`src/hw/rtl/ffrp_pkg.sv`:
```
// shared types, codes and constants for the sequence record parser
`default_nettype none
package ffrp_pkg;

  localparam int LINE_COUNT_BITS = 24;
  localparam int ERR_LINE_BITS   = 24;
  localparam int QUEUE_DEPTH     = 4;
  localparam int QPTR_BITS       = $clog2(QUEUE_DEPTH);
  localparam int QCNT_BITS       = $clog2(QUEUE_DEPTH + 1);

  localparam logic [LINE_COUNT_BITS-1:0] LINE_CNT_MAX = '1;

  localparam logic [7:0] CH_LF    = 8'd10;
  localparam logic [7:0] CH_GT    = 8'h3E;
  localparam logic [7:0] CH_AT    = 8'h40;
  localparam logic [7:0] CH_PLUS  = 8'h2B;
  localparam logic [7:0] CH_SPACE = 8'h20;
  localparam logic [7:0] CH_TAB   = 8'd9;
  localparam logic [7:0] CH_CR    = 8'd13;

  typedef enum logic [1:0] {
    MODE_DETECT = 2'd0,
    MODE_FASTA  = 2'd1,
    MODE_FASTQ  = 2'd2,
    MODE_BARE   = 2'd3
  } mode_t;

  typedef enum logic [1:0] {
    FMT_FASTA = 2'd0,
    FMT_FASTQ = 2'd1,
    FMT_BARE  = 2'd2
  } fmt_t;

  typedef enum logic [1:0] {
    ROLE_HEADER = 2'd0,
    ROLE_SEQ    = 2'd1,
    ROLE_PLUS   = 2'd2,
    ROLE_QUAL   = 2'd3
  } role_t;

  typedef enum logic [2:0] {
    KIND_NONE   = 3'd0,
    KIND_HEADER = 3'd1,
    KIND_SEQ    = 3'd2,
    KIND_DROP   = 3'd3,
    KIND_STRIP  = 3'd4
  } kind_t;

  typedef enum logic [2:0] {
    ERR_NONE       = 3'd0,
    ERR_BAD_MARKER = 3'd1,
    ERR_NO_SEQ     = 3'd2,
    ERR_NO_PLUS    = 3'd3,
    ERR_NO_QUAL    = 3'd4,
    ERR_BAD_HEADER = 3'd5
  } err_t;

  typedef struct packed {
    logic                     data_valid;
    logic [7:0]               char_out;
    logic                     is_header;
    logic                     in_identifier;
    logic                     record_start;
    logic                     stream_end;
    fmt_t                     format_found;
    err_t                     error_code;
    logic [ERR_LINE_BITS-1:0] error_line;
  } result_t;

  typedef struct packed {
    logic full;
    logic empty;
  } q_stat_t;

  function automatic logic is_ws(input logic [7:0] b);
    return (b == CH_SPACE) || ((b >= CH_TAB) && (b <= CH_CR));
  endfunction

endpackage
`default_nettype wire

```
`src/hw/rtl/ffrp_front.sv`:
```
// front end: line tracking, format detection, byte classification and error checks
`default_nettype none
module ffrp_front (
  input  wire logic              clk,
  input  wire logic              rst_n,
  input  wire logic              cfg_wr_en,
  input  wire logic [1:0]        cfg_wr_data,
  input  wire logic              take,
  input  wire logic [7:0]        in_byte,
  input  wire logic              in_last,
  output logic                   push,
  output ffrp_pkg::result_t      push_res
);

  ffrp_pkg::mode_t mode_r;
  ffrp_pkg::fmt_t  fmt_r, fmt_nxt;
  ffrp_pkg::role_t role_r, role_nxt;
  ffrp_pkg::kind_t kind_r, kind_nxt;
  ffrp_pkg::err_t  err_r, err_nxt;
  logic first_seen_r, first_seen_nxt;
  logic at_start_r, at_start_nxt;
  logic ident_r, ident_nxt;
  logic done_r, done_nxt;
  logic [ffrp_pkg::LINE_COUNT_BITS-1:0] cnt_r, cnt_nxt;

  logic had_err, first_byte, opens, first_line, emit;
  logic dv, hdr, ident_o;

  always_ff @(posedge clk) begin
    if (!rst_n) begin
      mode_r       <= ffrp_pkg::MODE_DETECT;
      fmt_r        <= ffrp_pkg::FMT_FASTA;
      role_r       <= ffrp_pkg::ROLE_HEADER;
      kind_r       <= ffrp_pkg::KIND_NONE;
      err_r        <= ffrp_pkg::ERR_NONE;
      first_seen_r <= 1'b0;
      at_start_r   <= 1'b1;
      ident_r      <= 1'b0;
      done_r       <= 1'b0;
      cnt_r        <= '0;
    end else begin
      if (cfg_wr_en) begin
        mode_r <= ffrp_pkg::mode_t'(cfg_wr_data);
      end
      fmt_r        <= fmt_nxt;
      role_r       <= role_nxt;
      kind_r       <= kind_nxt;
      err_r        <= err_nxt;
      first_seen_r <= first_seen_nxt;
      at_start_r   <= at_start_nxt;
      ident_r      <= ident_nxt;
      done_r       <= done_nxt;
      cnt_r        <= cnt_nxt;
    end
  end

  always_comb begin
    fmt_nxt        = fmt_r;
    role_nxt       = role_r;
    kind_nxt       = kind_r;
    err_nxt        = err_r;
    first_seen_nxt = first_seen_r;
    at_start_nxt   = at_start_r;
    ident_nxt      = ident_r;
    done_nxt       = done_r;
    cnt_nxt        = cnt_r;
    had_err        = (err_r != ffrp_pkg::ERR_NONE);
    first_byte     = 1'b0;
    opens          = 1'b0;
    first_line     = 1'b0;
    emit           = 1'b0;
    dv             = 1'b0;
    hdr            = 1'b0;
    ident_o        = 1'b0;

    if (take && !done_r) begin
      if (!had_err) begin
        if (at_start_r && (cnt_r != ffrp_pkg::LINE_CNT_MAX)) begin
          cnt_nxt = cnt_r + ffrp_pkg::LINE_COUNT_BITS'(1);
        end
        if (in_byte == ffrp_pkg::CH_LF) begin
          if (!at_start_r) begin
            if (fmt_nxt == ffrp_pkg::FMT_FASTQ) begin
              role_nxt = ffrp_pkg::role_t'(role_nxt + 2'd1);
            end
            ident_nxt = 1'b0;
            kind_nxt  = ffrp_pkg::KIND_NONE;
          end
          at_start_nxt = 1'b1;
        end else begin
          first_byte = at_start_r;
          if (first_byte) begin
            at_start_nxt = 1'b0;
            // first non-empty line fixes the format
            if (!first_seen_r) begin
              first_seen_nxt = 1'b1;
              first_line     = 1'b1;
              role_nxt       = ffrp_pkg::ROLE_HEADER;
              case (mode_r)
                ffrp_pkg::MODE_DETECT: begin
                  fmt_nxt = (in_byte == ffrp_pkg::CH_GT) ? ffrp_pkg::FMT_FASTA :
                            (in_byte == ffrp_pkg::CH_AT) ? ffrp_pkg::FMT_FASTQ :
                                                           ffrp_pkg::FMT_BARE;
                end
                ffrp_pkg::MODE_FASTA: begin
                  fmt_nxt = ffrp_pkg::FMT_FASTA;
                  if (in_byte != ffrp_pkg::CH_GT) err_nxt = ffrp_pkg::ERR_BAD_MARKER;
                end
                ffrp_pkg::MODE_FASTQ: begin
                  fmt_nxt = ffrp_pkg::FMT_FASTQ;
                  if (in_byte != ffrp_pkg::CH_AT) err_nxt = ffrp_pkg::ERR_BAD_MARKER;
                end
                default: begin
                  fmt_nxt = ffrp_pkg::FMT_BARE;
                end
              endcase
            end
            if (err_nxt == ffrp_pkg::ERR_NONE) begin
              case (fmt_nxt)
                ffrp_pkg::FMT_FASTA: begin
                  if (in_byte == ffrp_pkg::CH_GT) begin
                    kind_nxt = ffrp_pkg::KIND_HEADER;
                    opens    = 1'b1;
                  end else begin
                    kind_nxt = ffrp_pkg::KIND_SEQ;
                  end
                end
                ffrp_pkg::FMT_FASTQ: begin
                  case (role_nxt)
                    ffrp_pkg::ROLE_HEADER: begin
                      if (in_byte == ffrp_pkg::CH_AT) begin
                        kind_nxt = ffrp_pkg::KIND_HEADER;
                        opens    = 1'b1;
                      end else begin
                        err_nxt = ffrp_pkg::ERR_BAD_HEADER;
                      end
                    end
                    ffrp_pkg::ROLE_SEQ: kind_nxt = ffrp_pkg::KIND_SEQ;
                    ffrp_pkg::ROLE_PLUS: begin
                      if (in_byte == ffrp_pkg::CH_PLUS) kind_nxt = ffrp_pkg::KIND_DROP;
                      else err_nxt = ffrp_pkg::ERR_NO_PLUS;
                    end
                    default: kind_nxt = ffrp_pkg::KIND_DROP;
                  endcase
                end
                default: begin
                  kind_nxt = first_line ? ffrp_pkg::KIND_SEQ : ffrp_pkg::KIND_STRIP;
                  opens    = first_line;
                end
              endcase
            end
          end
          if (err_nxt == ffrp_pkg::ERR_NONE) begin
            case (kind_nxt)
              ffrp_pkg::KIND_HEADER: begin
                dv  = 1'b1;
                hdr = 1'b1;
                if (first_byte) begin
                  ident_nxt = 1'b1;
                end else if (ident_r) begin
                  if (ffrp_pkg::is_ws(in_byte)) ident_nxt = 1'b0;
                  else ident_o = 1'b1;
                end
              end
              ffrp_pkg::KIND_SEQ:   dv = 1'b1;
              ffrp_pkg::KIND_STRIP: dv = (in_byte != ffrp_pkg::CH_SPACE);
              default:              dv = 1'b0;
            endcase
            emit = dv;
          end
        end
      end

      if (in_last) begin
        if ((err_nxt == ffrp_pkg::ERR_NONE) && !at_start_nxt) begin
          if (fmt_nxt == ffrp_pkg::FMT_FASTQ) begin
            role_nxt = ffrp_pkg::role_t'(role_nxt + 2'd1);
          end
          ident_nxt = 1'b0;
          kind_nxt  = ffrp_pkg::KIND_NONE;
        end
        at_start_nxt = 1'b1;
        // truncated record at end of stream
        if ((err_nxt == ffrp_pkg::ERR_NONE) && first_seen_nxt &&
            (fmt_nxt == ffrp_pkg::FMT_FASTQ)) begin
          case (role_nxt)
            ffrp_pkg::ROLE_SEQ:  err_nxt = ffrp_pkg::ERR_NO_SEQ;
            ffrp_pkg::ROLE_PLUS: err_nxt = ffrp_pkg::ERR_NO_PLUS;
            ffrp_pkg::ROLE_QUAL: err_nxt = ffrp_pkg::ERR_NO_QUAL;
            default:             err_nxt = err_nxt;
          endcase
        end
        done_nxt = 1'b1;
        emit     = 1'b1;
      end

      if (!had_err && (err_nxt != ffrp_pkg::ERR_NONE)) begin
        emit = 1'b1;
      end
    end
  end

  assign push = emit;

  always_comb begin
    push_res.data_valid    = dv;
    push_res.char_out      = dv ? in_byte : 8'd0;
    push_res.is_header     = hdr;
    push_res.in_identifier = ident_o;
    push_res.record_start  = dv & opens;
    push_res.stream_end    = take & !done_r & in_last;
    push_res.format_found  = fmt_nxt;
    push_res.error_code    = err_nxt;
    push_res.error_line    = (err_nxt != ffrp_pkg::ERR_NONE) ?
                             ffrp_pkg::ERR_LINE_BITS'(cnt_nxt) : '0;
  end

`ifndef NO_ASSERTIONS
  a_quiet_after_end: assert property (@(posedge clk) disable iff (!rst_n)
    done_r |-> !push)
    else $error("result produced after end of stream");
  a_err_sticky: assert property (@(posedge clk) disable iff (!rst_n)
    (err_r != ffrp_pkg::ERR_NONE) |=> (err_r == $past(err_r)) && (cnt_r == $past(cnt_r)))
    else $error("error code or line count changed after an error");
  a_line_only_with_err: assert property (@(posedge clk) disable iff (!rst_n)
    (push && (push_res.error_code == ffrp_pkg::ERR_NONE)) |-> (push_res.error_line == '0))
    else $error("error line reported without an error");
`endif

endmodule
`default_nettype wire

```
`src/hw/rtl/ffrp_queue.sv`:
```
// small result queue between the parser front end and the output stage
`default_nettype none
module ffrp_queue (
  input  wire logic               clk,
  input  wire logic               rst_n,
  input  wire logic               push,
  input  wire ffrp_pkg::result_t  push_data,
  input  wire logic               pop,
  output ffrp_pkg::result_t       head,
  output ffrp_pkg::q_stat_t       stat
);

  ffrp_pkg::result_t mem_r [ffrp_pkg::QUEUE_DEPTH];
  logic [ffrp_pkg::QPTR_BITS-1:0] wr_ptr_r, rd_ptr_r;
  logic [ffrp_pkg::QCNT_BITS-1:0] cnt_r;
  logic do_push, do_pop;

  assign stat.full  = (cnt_r == ffrp_pkg::QCNT_BITS'(ffrp_pkg::QUEUE_DEPTH));
  assign stat.empty = (cnt_r == '0);
  assign do_push    = push & !stat.full;
  assign do_pop     = pop & !stat.empty;
  assign head       = mem_r[rd_ptr_r];

  function automatic logic [ffrp_pkg::QPTR_BITS-1:0] ptr_inc(
    input logic [ffrp_pkg::QPTR_BITS-1:0] p);
    return (p == ffrp_pkg::QPTR_BITS'(ffrp_pkg::QUEUE_DEPTH - 1)) ? '0 :
           p + ffrp_pkg::QPTR_BITS'(1);
  endfunction

  always_ff @(posedge clk) begin
    if (do_push) begin
      mem_r[wr_ptr_r] <= push_data;
    end
  end

  always_ff @(posedge clk) begin
    if (!rst_n) begin
      wr_ptr_r <= '0;
      rd_ptr_r <= '0;
      cnt_r    <= '0;
    end else begin
      if (do_push) wr_ptr_r <= ptr_inc(wr_ptr_r);
      if (do_pop)  rd_ptr_r <= ptr_inc(rd_ptr_r);
      case ({do_push, do_pop})
        2'b10:   cnt_r <= cnt_r + ffrp_pkg::QCNT_BITS'(1);
        2'b01:   cnt_r <= cnt_r - ffrp_pkg::QCNT_BITS'(1);
        default: cnt_r <= cnt_r;
      endcase
    end
  end

`ifndef NO_ASSERTIONS
  a_no_overflow: assert property (@(posedge clk) disable iff (!rst_n)
    !(push && stat.full))
    else $error("word pushed into a full queue");
  a_cnt_bound: assert property (@(posedge clk) disable iff (!rst_n)
    cnt_r <= ffrp_pkg::QCNT_BITS'(ffrp_pkg::QUEUE_DEPTH))
    else $error("queue count out of range");
  a_ptr_gap: assert property (@(posedge clk) disable iff (!rst_n)
    stat.empty |-> (wr_ptr_r == rd_ptr_r))
    else $error("pointers differ on an empty queue");
`endif

endmodule
`default_nettype wire

```
`src/hw/rtl/ffrp_back.sv`:
```
// output stage: pulls results from the queue into the result register and packs the bus
`default_nettype none
module ffrp_back (
  input  wire logic               clk,
  input  wire logic               rst_n,
  input  wire ffrp_pkg::q_stat_t  stat,
  input  wire ffrp_pkg::result_t  head,
  output logic                    pop,
  output logic                    out_tvalid,
  input  wire logic               out_tready,
  output logic [39:0]             out_tdata,
  output logic [3:0]              out_tuser,
  output logic                    out_tlast
);

  logic              valid_r;
  ffrp_pkg::result_t res_r;

  assign pop = !stat.empty && (!valid_r || out_tready);

  always_ff @(posedge clk) begin
    if (!rst_n) begin
      valid_r <= 1'b0;
    end else if (pop) begin
      valid_r <= 1'b1;
    end else if (out_tready) begin
      valid_r <= 1'b0;
    end
  end

  always_ff @(posedge clk) begin
    if (pop) begin
      res_r <= head;
    end
  end

  assign out_tvalid = valid_r;
  assign out_tlast  = res_r.stream_end;
  assign out_tuser  = {res_r.record_start, res_r.in_identifier, res_r.is_header,
                       res_r.data_valid};
  assign out_tdata  = {3'd0, res_r.error_line, res_r.error_code, res_r.format_found,
                       res_r.char_out};

`ifndef NO_ASSERTIONS
  a_pop_nonempty: assert property (@(posedge clk) disable iff (!rst_n)
    pop |-> !stat.empty)
    else $error("pop from an empty queue");
  a_no_drop: assert property (@(posedge clk) disable iff (!rst_n)
    (valid_r && !out_tready) |-> !pop)
    else $error("held word would be overwritten");
  a_fill: assert property (@(posedge clk) disable iff (!rst_n)
    pop |=> valid_r)
    else $error("popped word not presented");
`endif

endmodule
`default_nettype wire

```
`src/hw/rtl/fasta_fastq_record_parser.sv`:
```
// path: the result word of an accepted byte goes into the queue, then into the output register at out_*
// throughput: one byte per cycle; a four-word queue decouples parser and output register
// in_tready drops only while that queue is full; bytes causing no result write nothing to it
// reset: synchronous active-low rst_n clears parser state, format mode, queue and output
// configuration format_mode resets to detect and is sampled at the first non-empty line
`default_nettype none
module fasta_fastq_record_parser (
  input  wire logic        clk,
  input  wire logic        rst_n,
  input  wire logic        cfg_wr_en,
  input  wire logic [1:0]  cfg_wr_data,  // format_mode
  input  wire logic        in_tvalid,
  output logic             in_tready,
  input  wire logic [7:0]  in_tdata,     // byte_value
  input  wire logic        in_tlast,     // end_of_input
  output logic             out_tvalid,
  input  wire logic        out_tready,
  // char_out[7:0], format_found[9:8], error_code[12:10], error_line[36:13], zero[39:37]
  output logic [39:0]      out_tdata,
  // data_valid[0], is_header[1], in_identifier[2], record_start[3]
  output logic [3:0]       out_tuser,
  output logic             out_tlast     // stream_end
);

  ffrp_pkg::result_t push_res, head;
  ffrp_pkg::q_stat_t stat;
  logic take, push, pop;

  assign in_tready = !stat.full;
  assign take      = in_tvalid & in_tready;

  ffrp_front u_front (
    .clk         (clk),
    .rst_n       (rst_n),
    .cfg_wr_en   (cfg_wr_en),
    .cfg_wr_data (cfg_wr_data),
    .take        (take),
    .in_byte     (in_tdata),
    .in_last     (in_tlast),
    .push        (push),
    .push_res    (push_res)
  );

  ffrp_queue u_queue (
    .clk       (clk),
    .rst_n     (rst_n),
    .push      (push),
    .push_data (push_res),
    .pop       (pop),
    .head      (head),
    .stat      (stat)
  );

  ffrp_back u_back (
    .clk        (clk),
    .rst_n      (rst_n),
    .stat       (stat),
    .head       (head),
    .pop        (pop),
    .out_tvalid (out_tvalid),
    .out_tready (out_tready),
    .out_tdata  (out_tdata),
    .out_tuser  (out_tuser),
    .out_tlast  (out_tlast)
  );

endmodule
`default_nettype wire

```
`config.mk`:
```
export PLATFORM = sky130hd
export DESIGN_NAME = fasta_fastq_record_parser
export DESIGN_NICKNAME = d
export VERILOG_FILES = /design/src/hw/rtl/ffrp_pkg.sv /design/src/hw/rtl/ffrp_front.sv /design/src/hw/rtl/ffrp_queue.sv /design/src/hw/rtl/ffrp_back.sv /design/src/hw/rtl/fasta_fastq_record_parser.sv
export SDC_FILE = /design/constraint.sdc
export NUM_CORES = 1
export LEC_CHECK = 0
export ABC_AREA = 1
export BUFFER_PORTS_ARGS = -buffer_cell sky130_fd_sc_hd__buf_4
export CAP_MARGIN = 20
export CORE_ASPECT_RATIO = 0.8
export CORE_MARGIN = 10
export CORE_UTILIZATION = 59
export DETAILED_ROUTE_END_ITERATION = 16
export PLACE_DENSITY = 0.86
export SKIP_CTS_REPAIR_TIMING = 1
export SYNTH_ARGS = -nofsm -noshare
export SYNTH_HDL_FRONTEND = slang
export SYNTH_SLANG_ARGS = --single-unit
```
`constraint.sdc`:
```
create_clock -name clk -period 9.1 [get_ports clk]
set_clock_uncertainty 0.05 [all_clocks]
set_input_delay 0.455 -clock clk [delete_from_list [all_inputs] [get_ports clk]]
set_output_delay 0.455 -clock clk [all_outputs]
set_load 0.03 [all_outputs]
```
Word level (Yosys, flattened, before mapping):

Memory sizes are Yosys's and may differ from the RTL's. A register that Yosys moved wholly into a read port is not among the register bits.
Cells that the tools add are included.

* flip-flop bits (word level): 48
* memory bits (writable): 168
* output and inout bits: 47
* memories: 1

* add/sub/neg operators: 7
* magnitude comparators: 2
* equal/unequal tests: 27
* multiplexer cells: 133
* bitwise logic cells: 6
* reduce and logical (&&, ||, !) cells: 30

Memories
* u_queue.mem_r: words 4, width 42, read ports 1, clocked after Yosys merged registers in 1, write ports 1, RTL line ffrp_queue.sv:13 `ffrp_pkg::result_t mem_r [ffrp_pkg::QUEUE_DEPTH];`

Operator list (count)
* 2-to-1 mux 3 bit: 35
* 2-to-1 mux 24 bit: 4
* 2-to-1 mux 2 bit: 31
* 2-to-1 mux 1 bit: 53
* adder 24 x 1 -> 24 bit (second input constant): 1
* equality test 8 x 6 -> 1 bit (second input constant): 3
* inequality test 24 bit (second input constant): 1
* one-hot mux 3 bit (2 select lines): 4
* one-hot mux 3 bit (3 select lines): 2
* inequality test 8 x 6 -> 1 bit (second input constant): 2
* equality test 2 x 1 -> 1 bit (second input constant): 7
* equality test 2 bit (second input constant): 7
* zero test 3 bit: 4
* nonzero test 3 bit: 3
* adder 2 x 1 -> 2 bit (second input constant): 4
* equality test 8 x 4 -> 1 bit (second input constant): 1
* equality test 8 x 7 -> 1 bit (second input constant): 1
* >= comparator 8 x 4 -> 1 bit (second input constant): 1
* <= comparator 8 x 4 -> 1 bit (second input constant): 1
* logical AND 1 bit: 8
* 2-to-1 mux 8 bit: 1
* inequality test 8 x 7 -> 1 bit (second input constant): 1
* AND 1 bit: 6
* equality test 3 bit (second input constant): 2
* 12 further kinds: 22

Logic depth before layout (Yosys ltp):

* depth in word-level cells: 36
* depth in mapped cells: 37

Cells and area by module:

A second synthesis with hierarchy kept.

* cell total of the unflattened synthesis: 1029
* area total of the unflattened synthesis: 11355.9 µm²

By module, submodules not included
* ffrp_queue: times used 1, cells an instance 476, area an instance 6720.2 µm², sequential area each 5225.0 µm²
* ffrp_front: times used 1, cells an instance 498, area an instance 3286.9 µm², sequential area each 800.8 µm²
* ffrp_back: times used 1, cells an instance 52, area an instance 1335.0 µm², sequential area each 1281.2 µm²
* fasta_fastq_record_parser: times used 1, cells an instance 3, area an instance 13.8 µm², sequential area each 0.0 µm²

Worst setup path after synthesis:

No wires, ideal clock.

* path type: input port to flip-flop
* start: in in_tdata[7]
* end: mem u_queue.mem_r[0][0] (netlist name), enable pin
* setup time: 442 ps
* data arrival time: 4756 ps
* slack: 3852 ps
* stages: 30
* path buffers: 0
* cell sequence: inv_1 -> nand2_1 -> nor2_1 -> a21oi_1 -> nand2_1 -> nand2_2 -> nand2_2 -> nor2_4 -> nand3_1 -> nor2_1 -> nor2_1 -> nand3_1 -> nor2_2 -> nand2_1 -> nor2_1 -> nand2_1 -> nand2_1 -> nand2_1 -> ha_1 -> nor2_1 -> o21ai_0 -> nor2_2 -> nand2_1 -> nand2_1 -> nand2_1 -> nand3_1 -> nand2_1 -> nand2_2 -> inv_2 -> nor2_1

* word-level cells in the longest chain between the ends: 36

RTL lines
* from (decl): RTL line fasta_fastq_record_parser.sv:14 `input wire logic [7:0] in_tdata,`
* inequality test 8 x 7 -> 1 bit (tied with other cells): RTL line ffrp_front.sv:111 `if (in_byte != ffrp_pkg::CH_AT) err_nxt = ffrp_pkg::ERR_BAD_MARKER;`
* 2-to-1 mux 3 bit (tied with other cells): RTL line ffrp_front.sv:111
* one-hot mux 3 bit (2 select lines) or 2-to-1 mux 2 bit (tied branches): RTL line ffrp_front.sv:99, ffrp_front.sv:101
* 2-to-1 mux 3 bit or one-hot mux 2 bit (3 select lines) (tied branches): RTL line ffrp_front.sv:95, ffrp_front.sv:99
* 2-to-1 mux 3 bit or 2-to-1 mux 2 bit (tied branches): RTL line ffrp_front.sv:92, ffrp_front.sv:95
* 2-to-1 mux 3 bit or 2-to-1 mux 2 bit (tied branches): RTL line ffrp_front.sv:81, ffrp_front.sv:92
* 2-to-1 mux 3 bit or 2-to-1 mux 2 bit (tied branches): RTL line ffrp_front.sv:77, ffrp_front.sv:81
* 2-to-1 mux 3 bit or 2-to-1 mux 2 bit (tied branches): RTL line ffrp_front.sv:76, ffrp_front.sv:77
* [... 20 more ...]
* 2-to-1 mux 3 bit: RTL line ffrp_front.sv:76 `if (take && !done_r) begin`
* nonzero test 3 bit: RTL line ffrp_front.sv:197 `if (!had_err && (err_nxt != ffrp_pkg::ERR_NONE)) begin`
* logical AND 1 bit: RTL line ffrp_front.sv:197
* 2-to-1 mux 1 bit (*): RTL line ffrp_front.sv:197
* 2-to-1 mux 1 bit (*): RTL line ffrp_front.sv:76
* AND 1 bit (*): RTL line ffrp_queue.sv:20 `assign do_push = push & !stat.full;`
* 2-to-1 mux 1 bit (*): RTL line ffrp_queue.sv:31 `if (do_push) begin`
* 2-to-1 mux 1 bit (not written as such) (*): RTL line ffrp_queue.sv:32 `mem_r[wr_ptr_r] <= push_data;`
* to (decl): RTL line ffrp_queue.sv:13

Every way passes the cells marked *; elsewhere a longest branch is shown, timed or not. The select of a mux whose other input is x is not followed.

Worst setup path in the final report:

* start: reg u_front.mode_r[1]
* end: reg u_queue.cnt_r[2] (netlist name)

* word-level cells in the longest chain between the ends: 35

RTL lines
* from (decl): RTL line ffrp_front.sv:15 `ffrp_pkg::mode_t mode_r;`
* from (signal assigned): RTL line ffrp_front.sv:31 `mode_r <= ffrp_pkg::MODE_DETECT;`
* from (signal assigned): RTL line ffrp_front.sv:43 `mode_r <= ffrp_pkg::mode_t'(cfg_wr_data);`
* equality test 2 bit or equality test 2 x 1 -> 1 bit (tied branches): RTL line ffrp_front.sv:99 `case (mode_r)`
* one-hot mux 3 bit (2 select lines): RTL line ffrp_front.sv:99
* 2-to-1 mux 3 bit: RTL line ffrp_front.sv:95 `if (!first_seen_r) begin`
* 2-to-1 mux 3 bit: RTL line ffrp_front.sv:92 `if (first_byte) begin`
* 2-to-1 mux 3 bit: RTL line ffrp_front.sv:81 `if (in_byte == ffrp_pkg::CH_LF) begin`
* 2-to-1 mux 3 bit: RTL line ffrp_front.sv:77 `if (!had_err) begin`
* 2-to-1 mux 3 bit: RTL line ffrp_front.sv:76
* 2-to-1 mux 3 bit (on tied branches): RTL line ffrp_front.sv:140, ffrp_front.sv:131
* [... 19 more ...]
* 2-to-1 mux 3 bit: RTL line ffrp_front.sv:76
* nonzero test 3 bit: RTL line ffrp_front.sv:197
* logical AND 1 bit: RTL line ffrp_front.sv:197
* 2-to-1 mux 1 bit (*): RTL line ffrp_front.sv:197
* 2-to-1 mux 1 bit (*): RTL line ffrp_front.sv:76
* AND 1 bit (*): RTL line ffrp_queue.sv:20
* equality test 2 x 1 -> 1 bit or equality test 2 bit (tied branches): RTL line ffrp_queue.sv:44 `case ({do_push, do_pop})`
* one-hot mux 3 bit (2 select lines) or nonzero test 2 bit (tied branches)
* to (signal assigned): RTL line ffrp_queue.sv:45 `2'b10: cnt_r <= cnt_r + ffrp_pkg::QCNT_BITS'(1);`
* to (signal assigned): RTL line ffrp_queue.sv:46 `2'b01: cnt_r <= cnt_r - ffrp_pkg::QCNT_BITS'(1);`
* to (signal assigned): RTL line ffrp_queue.sv:47 `default: cnt_r <= cnt_r;`
* to (decl): RTL line ffrp_queue.sv:15 `logic [ffrp_pkg::QCNT_BITS-1:0] cnt_r;`

Marked as above.
A chain may end at the register's enable or synchronous reset.

==> run metrics <==
nets 1104; Worst-Margin Slew 1.05 ns; clk_lat worst skew 0.51 ns; fraction of layout cells with a size suffix above 1 0.126; Final Non-Filler Cells 1321; slew margin rel. 0.295; Routed WL per cell 17.6 microns; DR vias/cell 5.71; Starting Density 0.600; Area growth, synth to finish 13.6%; DRC Markers 0; synthesized cell area 10900 sq um; H-Tree Depth 1; die footprint 24300 sq um; Cell variety after synth 40; setup TNS 0 ns; post-synthesis sequential area ratio 0.669; Gate Count Post-Synth 1015; CTS root buffer clkbuf_16; Critical Path RT 9.45 ns; first drt pass iteration count 5; unrepaired setup endpoints after global routing false; Crit path arrival time 5.44 ns; fillcell total 1289; slowest stage delay, CP 0.44 ns; Yosys warning count 0; largest net degree at the start of global routing 88; outcome finished, final reports clean; maximum clock frequency 196 MHz; crit end category flop; HPWL after DPL 14500 microns; Final Hold Viols 0; worst vdd ir 197 uV; Power Density 346 nW/um^2; Final ANT Viol Nets 0; CTS tree yes; Setup crit start kind flop; CTS max path bufs 3; max-cap violations 0; PortBufs 59; Crit Path Max Fanout 5; Critical Path Slowest Stage Cell fa_1; clk sinks 258; Antenna Cells 0; Die W 172 microns; Die Ht 141 microns; Synth Area per Inst 10.7 sq um; first-pass GRT wire length 36400 microns; WL final 23200 microns; FP Rows 44; GRT Total Usage 0.186; Yosys reg bits 258; count of pins over their slew limit 0; fin crit period 5.10 ns; worst min-delay path class in -> reg; period utilization 0.560; leak pwr 0.00461 uW; via count 7537; grt ovf 0; initial antenna violation count 0; Ports 63; final setup fails 0; Placer Congestion 0.961; CTS Buf Count 25; Core Footprint 18100 sq um; critical path class reg -> reg; 1st-iter DRT viols 836; Cells after DPL 1277; vias in the first global route 7096; Clock transition at path regs 0.06 ns
[worst max-delay path, delay by kind of cell (launching register included)]
| family | cells | cell delay [ns] |
|---|---|---|
| fa+ha+maj | 4 | 1.09 |
| compound gates | 6 | 0.72 |
| simple gates | 20 | 2.24 |
| buf+inv | 5 | 0.49 |
| flops | 1 | 0.38 |
[path summary, 6_finish.rpt]
check	start	to	slack (ns)	cells after the start
hold reg to reg	u_front.done_r	u_front.done_r	0.41	2
hold / removal	cfg_wr_en	u_front.mode_r[0]	0.19	3
setup reg to reg	u_front.mode_r[1]	u_queue.cnt_r[2]	4.00	35
setup / recovery	u_front.mode_r[1]	u_queue.cnt_r[2]	4.00	35
[Yosys cell counts, drive strengths merged]
master	n	share of area
a211oi	3	0.0021
a21boi	1	0.00069
a21oi	32	0.015
a31oi	3	0.0017
and2	1	0.00058
buf	8	0.0047
clkbuf	31	0.011
clkinv	2	0.00069
conb	1	0.00035
dfxtp	48	0.088
edfxtp	210	0.58
fa	1	0.0018
ha	13	0.015
inv	100	0.035
mux2i	1	0.00092
nand2	108	0.038
nand3	33	0.016
nand4	7	0.0046
nor2	209	0.074
nor3	11	0.0061
nor4	5	0.0029
o211ai	1	0.00069
o21ai	114	0.053
o22ai	46	0.026
o31ai	1	0.00069
or2	2	0.0012
xnor2	6	0.0048
xor2	17	0.014
[cell usage in the layout (no fill, tap or decap), types with 13 or more instances in the layout]
cell type,count
inv_1,91
nand3_1,32
ha_1,13
o22ai_1,46
nor2_1,198
dfxtp_1,46
buf_4,69
clkbuf_16,25
xor2_1,17
o21ai_0,111
edfxtp_1,210
nand2_1,103
a21oi_1,31
[area by class of cell]
class                   count  area [sq um]  share of cell area
clock buffers              33           656              0.0531
clock inverters            11           128              0.0103
repair buffers             69           518              0.0420
flip-flops and latches    258          7270               0.589
multi-input cells         618          3100               0.251
well taps                 230           288              0.0233
inverters                 102           383              0.0310
[cells by family (layout without fill, tap and decap cells)]
logic type | count (synthesis) | after routing | synth area share
adder cells (fa/ha/maj) | 14 | 14 | 0.0168
AO/OA/AOI/OAI | 201 | 201 | 0.100
flip-flops | 258 | 258 | 0.669
buffers and inverters | 141 | 215 | 0.0507
multiplexers | 1 | 1 | 0.000921
other | 1 | 3 | 0.000345
XOR/XNOR | 23 | 23 | 0.0185
AND/OR/NAND/NOR | 376 | 376 | 0.144
[metrics by stage]
stage                     utilization  instance area, sq um  power [uW]  hold slack (ns)  setup WS [ns]
after floorplan                     -                 10900        2810            0.386           3.85
after global placement          0.638                 11600        3240            0.396           4.24
after detailed placement        0.638                 11600        3290            0.399           3.97
after CTS                       0.681                 12300        4290            0.180           4.13
after global routing            0.681                 12300        4500            0.198           3.53
final                           0.681                 12300        4270            0.187           4.00
[power breakdown]
group	total (uW)	switching, uW	internal [uW]
Sequential	1830	98.0	1730
Clock	1000	411	590
Combinational	1450	1040	404
[layer usage]
metal | track usage | part of all wire | vias up
li1 | - | - | 3601
met5 | 0 | 0 | -
met2 | 0.303 | 0.48 | 283
met3 | 0.0313 | 0.072 | 44
met1 | 0.250 | 0.43 | 3609
met4 | 0.0553 | 0.023 | 0
[flip-flops by register name, summed over array words and instances (netlist names), 2 cells and up]
register	count
u_back.out_tuser	4
u_front.role_r	2
u_queue.cnt_r	3
u_back.out_tdata	37
u_queue.rd_ptr_r	2
u_queue.mem_r	168
u_front.fmt_r	2
u_queue.wr_ptr_r	2
u_front.mode_r	2
u_front.cnt_r	24
u_front.err_r	3
u_front.kind_r	3
(Power assumes the default switching activity.)
